### src/hw/rtl/b64u_pkg.sv
// shared types, constants and the url alphabet lookup for the base64url encoder
// used by the front, queue, back and top level modules; depends on nothing
package b64u_pkg;

    localparam logic [7:0] PAD_CHAR = 8'd61;
    localparam int unsigned JOB_SLOTS = 4;

    typedef enum logic [1:0] {
        PHASE_0 = 2'd0,
        PHASE_1 = 2'd1,
        PHASE_2 = 2'd2
    } phase_t;

    typedef struct packed {
        logic [7:0] byte_value;
        logic       final_byte;
    } in_item_t;

    typedef struct packed {
        logic [7:0] char_code;
        logic       final_char;
    } out_item_t;

    // characters produced by one byte, slot 0 first
    typedef struct packed {
        logic [JOB_SLOTS-1:0][7:0] chars;
        logic [1:0]                last_idx;
        logic                      fin;
    } job_t;

    function automatic logic [7:0] sym(input logic [5:0] six);
        logic [7:0] wide;
        wide = {2'b00, six};
        case (six) inside
            [6'd0:6'd25]:  sym = wide + 8'd65;
            [6'd26:6'd51]: sym = wide + 8'd71;
            [6'd52:6'd61]: sym = wide - 8'd4;
            6'd62:         sym = 8'd45;
            default:       sym = 8'd95;
        endcase
    endfunction

endpackage

### src/hw/rtl/base64url_padded_encoder.sv
// top level of the streaming base64url encoder with '=' padding
// ties b64u_front, b64u_queue and b64u_back together; uses b64u_pkg
//
//   channel   handshake                payload
//   byte      byte_valid / byte_stall  byte_item  (byte_value, final_byte)
//   char      char_valid / char_stall  char_item  (char_code, final_char)
//
// one character leaves per cycle through the output register while char_stall is low; a byte
// yields one to four characters (two when it is the third byte of a group)
// the first character of a byte is registered in a queue entry, then in the output register
// reset clears the group phase, leftover bits, queue pointers and output valid
// up to QUEUE_DEPTH byte jobs wait between front and back under output stall
module base64url_padded_encoder
#(
    parameter int QUEUE_DEPTH = 2
)
(
    input  logic                clk,
    input  logic                rst_n,
    input  logic                byte_valid,
    output logic                byte_stall,
    input  b64u_pkg::in_item_t  byte_item,
    output logic                char_valid,
    input  logic                char_stall,
    output b64u_pkg::out_item_t char_item
);

    logic           q_full;
    logic           push;
    logic           pop;
    logic           head_valid;
    b64u_pkg::job_t push_job;
    b64u_pkg::job_t head_job;

    b64u_front u_front
    (
        .clk        (clk),
        .rst_n      (rst_n),
        .byte_valid (byte_valid),
        .byte_stall (byte_stall),
        .byte_item  (byte_item),
        .q_full     (q_full),
        .push       (push),
        .job        (push_job)
    );

    b64u_queue
    #(
        .DEPTH (QUEUE_DEPTH)
    )
    u_queue
    (
        .clk        (clk),
        .rst_n      (rst_n),
        .push       (push),
        .push_job   (push_job),
        .full       (q_full),
        .pop        (pop),
        .head_valid (head_valid),
        .head_job   (head_job)
    );

    b64u_back u_back
    (
        .clk        (clk),
        .rst_n      (rst_n),
        .head_valid (head_valid),
        .head_job   (head_job),
        .pop        (pop),
        .char_valid (char_valid),
        .char_stall (char_stall),
        .char_item  (char_item)
    );

endmodule

### src/hw/rtl/b64u_front.sv
// front part: accepts message bytes, tracks the group phase and leftover bits,
// and turns each byte into a job of one to four characters; uses b64u_pkg
module b64u_front
(
    input  logic               clk,
    input  logic               rst_n,
    input  logic               byte_valid,
    output logic               byte_stall,
    input  b64u_pkg::in_item_t byte_item,
    input  logic               q_full,
    output logic               push,
    output b64u_pkg::job_t     job
);

    b64u_pkg::phase_t phase_reg;
    b64u_pkg::phase_t phase_next;
    logic [3:0]       carry_reg;
    logic [3:0]       carry_next;
    logic [7:0]       b;
    logic             fin;

    assign b          = byte_item.byte_value;
    assign fin        = byte_item.final_byte;
    assign byte_stall = q_full;
    assign push       = byte_valid && !q_full;

    always_comb
    begin
        phase_next = b64u_pkg::PHASE_0;
        carry_next = 4'd0;
        case (phase_reg)
            b64u_pkg::PHASE_1:
            begin
                if (!fin)
                begin
                    phase_next = b64u_pkg::PHASE_2;
                    carry_next = b[3:0];
                end
            end
            b64u_pkg::PHASE_2:
            begin
                phase_next = b64u_pkg::PHASE_0;
                carry_next = 4'd0;
            end
            default:
            begin
                if (!fin)
                begin
                    phase_next = b64u_pkg::PHASE_1;
                    carry_next = {2'b00, b[1:0]};
                end
            end
        endcase
    end

    always_comb
    begin
        job.chars    = {b64u_pkg::JOB_SLOTS{b64u_pkg::PAD_CHAR}};
        job.last_idx = 2'd0;
        job.fin      = fin;
        case (phase_reg)
            b64u_pkg::PHASE_1:
            begin
                // only the low two carry bits belong to this group
                job.chars[0] = b64u_pkg::sym({carry_reg[1:0], b[7:4]});
                if (fin)
                begin
                    job.chars[1] = b64u_pkg::sym({b[3:0], 2'b00});
                    job.last_idx = 2'd2;
                end
            end
            b64u_pkg::PHASE_2:
            begin
                job.chars[0] = b64u_pkg::sym({carry_reg, b[7:6]});
                job.chars[1] = b64u_pkg::sym(b[5:0]);
                job.last_idx = 2'd1;
            end
            default:
            begin
                job.chars[0] = b64u_pkg::sym(b[7:2]);
                if (fin)
                begin
                    job.chars[1] = b64u_pkg::sym({b[1:0], 4'b0000});
                    job.last_idx = 2'd3;
                end
            end
        endcase
    end

    always_ff @(posedge clk or negedge rst_n)
    begin
        if (!rst_n)
        begin
            phase_reg <= b64u_pkg::PHASE_0;
            carry_reg <= 4'd0;
        end
        else if (push)
        begin
            phase_reg <= phase_next;
            carry_reg <= carry_next;
        end
    end

    a_final_restarts_group: assert property (@(posedge clk) disable iff (!rst_n)
        (push && fin) |=> (phase_reg == b64u_pkg::PHASE_0 && carry_reg == 4'd0))
        else $error("group state not cleared after final byte");

    a_phase1_carry_narrow: assert property (@(posedge clk) disable iff (!rst_n)
        (phase_reg == b64u_pkg::PHASE_1) |-> (carry_reg[3:2] == 2'b00))
        else $error("phase 1 holds more than two carry bits");

endmodule

### src/hw/rtl/b64u_queue.sv
// short job queue between front and back so that each side stalls on its own
// register based, depth set by the DEPTH parameter; uses b64u_pkg
module b64u_queue
#(
    parameter int DEPTH = 2
)
(
    input  logic           clk,
    input  logic           rst_n,
    input  logic           push,
    input  b64u_pkg::job_t push_job,
    output logic           full,
    input  logic           pop,
    output logic           head_valid,
    output b64u_pkg::job_t head_job
);

    localparam int PW = (DEPTH > 1) ? $clog2(DEPTH) : 1;
    localparam int CW = $clog2(DEPTH + 1);

    b64u_pkg::job_t entry_reg [DEPTH];
    logic [PW-1:0]  wr_ptr_reg;
    logic [PW-1:0]  wr_ptr_next;
    logic [PW-1:0]  rd_ptr_reg;
    logic [PW-1:0]  rd_ptr_next;
    logic [CW-1:0]  count_reg;
    logic [CW-1:0]  count_next;

    assign full       = (count_reg == CW'(DEPTH));
    assign head_valid = (count_reg != '0);
    assign head_job   = entry_reg[rd_ptr_reg];

    always_comb
    begin
        wr_ptr_next = wr_ptr_reg;
        rd_ptr_next = rd_ptr_reg;
        if (push)
            wr_ptr_next = (wr_ptr_reg == PW'(DEPTH - 1)) ? '0 : wr_ptr_reg + 1'b1;
        if (pop)
            rd_ptr_next = (rd_ptr_reg == PW'(DEPTH - 1)) ? '0 : rd_ptr_reg + 1'b1;
        case ({push, pop})
            2'b10:   count_next = count_reg + 1'b1;
            2'b01:   count_next = count_reg - 1'b1;
            default: count_next = count_reg;
        endcase
    end

    always_ff @(posedge clk)
    begin
        if (push)
            entry_reg[wr_ptr_reg] <= push_job;
    end

    always_ff @(posedge clk or negedge rst_n)
    begin
        if (!rst_n)
        begin
            wr_ptr_reg <= '0;
            rd_ptr_reg <= '0;
            count_reg  <= '0;
        end
        else
        begin
            wr_ptr_reg <= wr_ptr_next;
            rd_ptr_reg <= rd_ptr_next;
            count_reg  <= count_next;
        end
    end

    a_no_push_when_full: assert property (@(posedge clk) disable iff (!rst_n)
        push |-> !full)
        else $error("job written into a full queue");

    a_no_pop_when_empty: assert property (@(posedge clk) disable iff (!rst_n)
        pop |-> head_valid)
        else $error("job taken from an empty queue");

endmodule

### src/hw/rtl/b64u_back.sv
// back part: walks the characters of the head job, one per cycle when the output is not
// stalled, into the output register; uses b64u_pkg
module b64u_back
(
    input  logic                clk,
    input  logic                rst_n,
    input  logic                head_valid,
    input  b64u_pkg::job_t      head_job,
    output logic                pop,
    output logic                char_valid,
    input  logic                char_stall,
    output b64u_pkg::out_item_t char_item
);

    logic                out_valid_reg;
    logic                out_valid_next;
    b64u_pkg::out_item_t out_item_reg;
    logic [1:0]          idx_reg;
    logic [1:0]          idx_next;
    logic                load;
    logic                at_last;

    assign load    = head_valid && (!out_valid_reg || !char_stall);
    assign at_last = (idx_reg == head_job.last_idx);
    assign pop     = load && at_last;

    assign char_valid = out_valid_reg;
    assign char_item  = out_item_reg;

    always_comb
    begin
        idx_next = idx_reg;
        if (load)
            idx_next = at_last ? 2'd0 : idx_reg + 1'b1;
        out_valid_next = out_valid_reg;
        if (load)
            out_valid_next = 1'b1;
        else if (!char_stall)
            out_valid_next = 1'b0;
    end

    always_ff @(posedge clk)
    begin
        if (load)
        begin
            out_item_reg.char_code  <= head_job.chars[idx_reg];
            out_item_reg.final_char <= head_job.fin && at_last;
        end
    end

    always_ff @(posedge clk or negedge rst_n)
    begin
        if (!rst_n)
        begin
            out_valid_reg <= 1'b0;
            idx_reg       <= 2'd0;
        end
        else
        begin
            out_valid_reg <= out_valid_next;
            idx_reg       <= idx_next;
        end
    end

    // a job that is partly sent stays at the queue head
    a_partial_job_held: assert property (@(posedge clk) disable iff (!rst_n)
        (idx_reg != 2'd0) |-> head_valid)
        else $error("partly sent job left the queue");

    a_idx_in_job: assert property (@(posedge clk) disable iff (!rst_n)
        head_valid |-> (idx_reg <= head_job.last_idx))
        else $error("character index past end of job");

endmodule

### config.mk
export PLATFORM = sky130hd
export DESIGN_NAME = base64url_padded_encoder
export DESIGN_NICKNAME = d
export VERILOG_FILES = /design/src/hw/rtl/b64u_pkg.sv /design/src/hw/rtl/base64url_padded_encoder.sv /design/src/hw/rtl/b64u_front.sv /design/src/hw/rtl/b64u_queue.sv /design/src/hw/rtl/b64u_back.sv
export SDC_FILE = /design/constraint.sdc
export NUM_CORES = 1
export LEC_CHECK = 0
export BUFFER_PORTS_ARGS = -buffer_cell sky130_fd_sc_hd__buf_2
export CAP_MARGIN = 15
export CORE_MARGIN = 2
export CORE_UTILIZATION = 40
export CTS_CLUSTER_SIZE = 24
export DETAILED_ROUTE_END_ITERATION = 8
export PLACE_DENSITY_LB_ADDON = 0.05
export RECOVER_POWER = 25
export SKIP_LAST_GASP = 1
export SLEW_MARGIN = 20
export SYNTH_ARGS = -nofsm -noshare
export SYNTH_HDL_FRONTEND = slang
export SYNTH_SLANG_ARGS = --single-unit
### constraint.sdc
create_clock -name clk -period 2.4 [get_ports clk]
set_input_delay 0.6 -clock clk [delete_from_list [all_inputs] [get_ports clk]]
set_output_delay 0.6 -clock clk [all_outputs]
set_load 0.02 [all_outputs]
======== Yosys cells after proc, flatten, opt, wreduce, memory -nomap -nowiden ========
Memories as Yosys holds them, arrays and structs flattened.
Index checks and enable logic that the tools add are counted.
word-level totals
  register bits after elaboration ......... 22
  bits in writable memories ............... 38
  bits of input ports ..................... 13
  output and inout bits ................... 11
  memories kept ........................... 1
cells by class
  add/sub/neg operators ................... 23
  order comparisons ....................... 37
  eq/ne operators ......................... 11
  multiplexer cells ....................... 43
  reduce and logical (&&, ||, !) cells .... 28
memories
  name               words  width  read ports  clocked after memory_dff  write ports  line              source
  u_queue.entry_reg  2      19     1           0                         1            b64u_queue.sv:21  b64u_pkg::job_t entry_reg [DEPTH];
operators by type and width
  kind                 count
  $mux 8               21
  $add 6x7->8 const B  12
  $le 6x6->1 const B   12
  $sub 6x3->7 const B  6
  $ge 6x1->1 const B   6
  $ge 6x5->1 const B   6
  $ge 6x6->1 const B   6
  $le 6x5->1 const B   6
  $pmux 18 s2          1
  $mux 7               4
  $eq 6x6->1 const B   4
  $logic_and 1x1->1    22
  $bmux 8 s2           1
  $mux 2               5
  $pmux 2 s2           2
  $pmux 4 s2           1
  $mux 1               7
  $eq 2x2->1 const B   3
  $add 2x1->2 const B  2
  $eq 2x1->1 const B   2
  $mux 4               1
  $reduce_bool 2->1    2
  $logic_not 1->1      3
  $lt 2x3->1 const B   1
  other kinds (5)      6

======== Longest topological paths before layout ========
  depth after elaboration ................. 7
  mapped depth ............................ 11
  mapped depth without buffers ............ 8

======== Cells and area by module ========
Synthesis repeated with hierarchy kept, for this count alone.
unflattened totals
  cells, all modules ...................... 606
  area total of the unflattened synthesis .. 6,568.8 um2
by module, submodules not included
  module      instances  cells each  area an instance (um2)
  b64u_front  1          446         3,062.9
  b64u_queue  1          125         2,862.7
  b64u_back   1          35          643.1

======== Worst setup path after synthesis ========
Ideal clock, no wire load.
  kind .................................... input port to flip-flop
  start ................................... in byte_item[7] (netlist bit)
  end ..................................... mem u_queue.entry_reg[0][5] (netlist bit) (data pin)
  setup time .............................. 0.263 ns
  arrival time ............................ 2.763 ns
  slack ................................... -0.626 ns
  stages .................................. 10
  buffers on the path ..................... 2
  cells stage by stage .................... buf_1 > inv_1 > ha_1 > a21o_1 > a221oi_2 > or2_1 > buf_6 > a211oi_2 > o311a_1 > a211o_1
RTL lines
  element      line                            source
  from (decl)  base64url_padded_encoder.sv:22  input b64u_pkg::in_item_t byte_item,
  to (decl)    b64u_queue.sv:21

==> results.json <==
{
  "status": "completed",
  "ios": 24,
  "core-area_mm2": 0.01211,
  "syn-cell-area_mm2": 0.004991,
  "clkPwrFrac_pct": 19.5,
  "synth_ff_type": "edfxtp_1",
  "synthCells": 535,
  "vias": 4944,
  "grt_use_met2_pct": 43.55,
  "first_iter_violations": 483,
  "reg2reg_depth": 9,
  "path_common_cell": "buf_4",
  "critical-path-max-stage-delay_ns": 0.47,
  "die_area_mm2": 0.01339,
  "maxCapViolations": 0,
  "cpMaxStageDelayCell": "dfrtp_2",
  "yosysWarnings": 0,
  "grt_use_total_pct": 25.19,
  "setup_viol": 0,
  "intPower_mw": 4.187,
  "vias_per_cell": 5.593,
  "p_leak_nw": 2.979,
  "clkTransAtPathRegs_ns": 0.05,
  "rsz0062_at_grt": "yes",
  "skew_ns": 0.003870,
  "ys_seq_area_share_pct": 34.80,
  "hpwlAfterDp_um": 12900,
  "synth_edf_count": 47,
  "fin_setup_tns_ns": 0,
  "end_kind": "flip-flop",
  "die_y_um": 115.7,
  "firstDrtPassIters": 5,
  "dieWidth_um": 115.7,
  "hold_ws_ns": 0.2907,
  "cts-root-buf": "clkbuf_16",
  "placed_area_mm2": 0.006526,
  "finalMaxSlewViolations": 0,
  "finish.net_count": 758,
  "power_density_mw_per_mm2": 887.1,
  "grtUsageMet1_pct": 34.42,
  "final_core_util_pct": 62.25,
  "wl_per_cell_um": 18.80,
  "initial_core_util_pct": 41.21,
  "n_antenna_cell": 0,
  "critPathRequiredTime_ns": 2.45,
  "combPwrFrac_pct": 51.5,
  "worstPathCellList": "buf_4 > ha_2 > and3_4 > a211oi_2 > buf_4 > nand3_1 > o22ai_1 > nor4_2 > a211o_1",
  "port_buffers": 23,
  "grt_overflow": 0,
  "postRouteWirelength_um": 16620,
  "yosys.area.top_type": "edfxtp_1",
  "drc": 0,
  "p_sw_mw": 2.501,
  "grt_pass1_vias": 4817,
  "yosysMostFrequentCell": "edfxtp_1",
  "rows": 40,
  "yosys-top-cells-count": "edfxtp_1, nand2_1, nor2_1",
  "synthToLayoutAreaGrowth_pct": 51.07,
  "clock_sinks": 60,
  "antenna_left": 0,
  "grt_util_met3_pct": 1.674,
  "ys_types": 73,
  "hold_viol": 0,
  "antenna_found_initial": 0,
  "hp-class": "in -> async",
  "cp_data_arrival_time_ns": 2.45,
  "grt_pass1_wl_um": 25880,
  "fill_cells": 1045,
  "irDropWorstVdd_mv": 0.5032,
  "cts.path.max_buffers": 2,
  "worstMarginPinSlew_ns": 0.6650,
  "clock.fmax_mhz": 417.4,
  "critPathKind": "reg -> reg",
  "synthTopCellsByArea": "edfxtp_1, ha_1, dfrtp_1",
  "syn_nets": 582,
  "worst_r2r_endpoint": "u_queue.entry_reg[0][8]",
  "final_cell_area_mm2": 0.007540,
  "clock_latency_ns": 0.32,
  "numCtsBuffers": 9,
  "r2r_start": "u_front.carry_reg[0]",
  "synth_top_area_share_pct": 28.28,
  "synth_seq_cells": 60,
  "syn_area_per_cell_um2": 9.329,
  "cts_tree": "yes",
  "reg2reg_slack_ns": 0.004,
  "swShare_pct": 37.39,
  "async_flop_share_pct": 21.67,
  "period_minus_slack_ns": 2.396,
  "seqPwrFrac_pct": 28.9,
  "grt_max_degree": 25,
  "fin_crit_sh_pct": 99.82,
  "relSlewSlack_pct": 55.67,
  "grt.busiest_layer": "met2",
  "startpoint_type": "flip-flop",
  "htreeDepth": 3,
  "ctsHoldBuffers": 0,
  "drive_gt1_share_pct": 45.53,
  "largest_reg_flops": 38,
  "gp_congestion": 0.9629,
  "path_max_fanout": 7
}
-- repair_timing --
item,4_1_cts,5_1_grt
gates cloned,0,2
gates resized for setup,25,99
buffers inserted,10,14
pin swaps,14,38
setup endpoints to repair,22,32
-- area by class of cell --
| type | instances | area [µm²] | area share [%] |
|---|---|---|---|
| flip-flops and latches | 60 | 1739 | 23.07 |
| multi-input cells | 419 | 3660 | 48.54 |
| inverters | 24 | 125.1 | 1.659 |
| clock inverters | 6 | 78.83 | 1.045 |
| clock buffers | 10 | 229.0 | 3.037 |
| repair buffers | 197 | 1498 | 19.86 |
| well taps | 168 | 210.2 | 2.788 |
-- cell usage in the layout (no fill, tap or decap), drive strengths merged, types with 6 or more instances in the layout --
master and n:
a211oi 6, a21oi 26, a22o 6, a31oi 8, and2 6, buf 184, clkbuf 23, dfrtp 13
edfxtp 47, ha 34, inv 22, mux2i 10, mux4 8, nand2 45, nand2b 7, nand3 18
nand4 6, nor2 41, nor2b 10, nor3 13, nor3b 6, nor4 6, o211ai 13, o21ai 33
o31ai 6, or2 8, xnor2 23, xor2 6
-- power by group through the flow --
stage	clock network (mW)	registers [mW]	logic [mW]
after CTS	1.33	1.93	3.18
final	1.30	1.94	3.45
after detailed placement	0	1.94	3.09
after floorplan	0	1.97	1.91
after global placement	0	1.94	3.04
after global routing	1.37	1.98	3.78
-- kinds of logic after synthesis --
family	synth area share, %
DFF	34.80
buffers and inverters	5.114
and+or+nand+nor	19.40
adders and majority gates	8.523
AOI/OAI and AO/OA	20.56
muxes	6.518
xor gates and xnor gates	5.089
-- per-layer routing --
metal,routed length [µm],vias to the layer above
li1,-,2364
met1,7504,2430
met2,8198,128
met3,579,22
met4,339,0
met5,0,-
-- worst max-delay path, delay by kind of cell (launching register included) --
family          cells  cell delay [ns]
flops               1             0.47
compound gates      3             0.70
buf+inv             2             0.36
simple gates        3             0.37
fa+ha+maj           1             0.23
-- how the worst max path moves through the flow --
stage	from	to
after floorplan	byte_item[7]	u_queue.entry_reg[0][5]
after global placement	byte_item[5]	u_queue.entry_reg[1][16]
after detailed placement	byte_item[7]	u_queue.entry_reg[0][7]
after CTS	byte_item[5]	u_queue.entry_reg[0][3]
after global routing	u_front.carry_reg[0]	u_queue.entry_reg[0][5]
final	u_front.carry_reg[0]	u_queue.entry_reg[0][8]
-- per-stage QoR --
step	cells	worst slack (ns)	power, mW
3_3_place_gp	842	-0.4729	4.981
3_5_place_dp	842	-0.4876	5.026
6_report	884	0.004290	6.689
2_1_floorplan	535	-0.1047	3.874
4_1_cts	868	-0.0006406	6.439
5_1_grt	884	-0.07440	7.132
(Power assumes the default switching activity.)
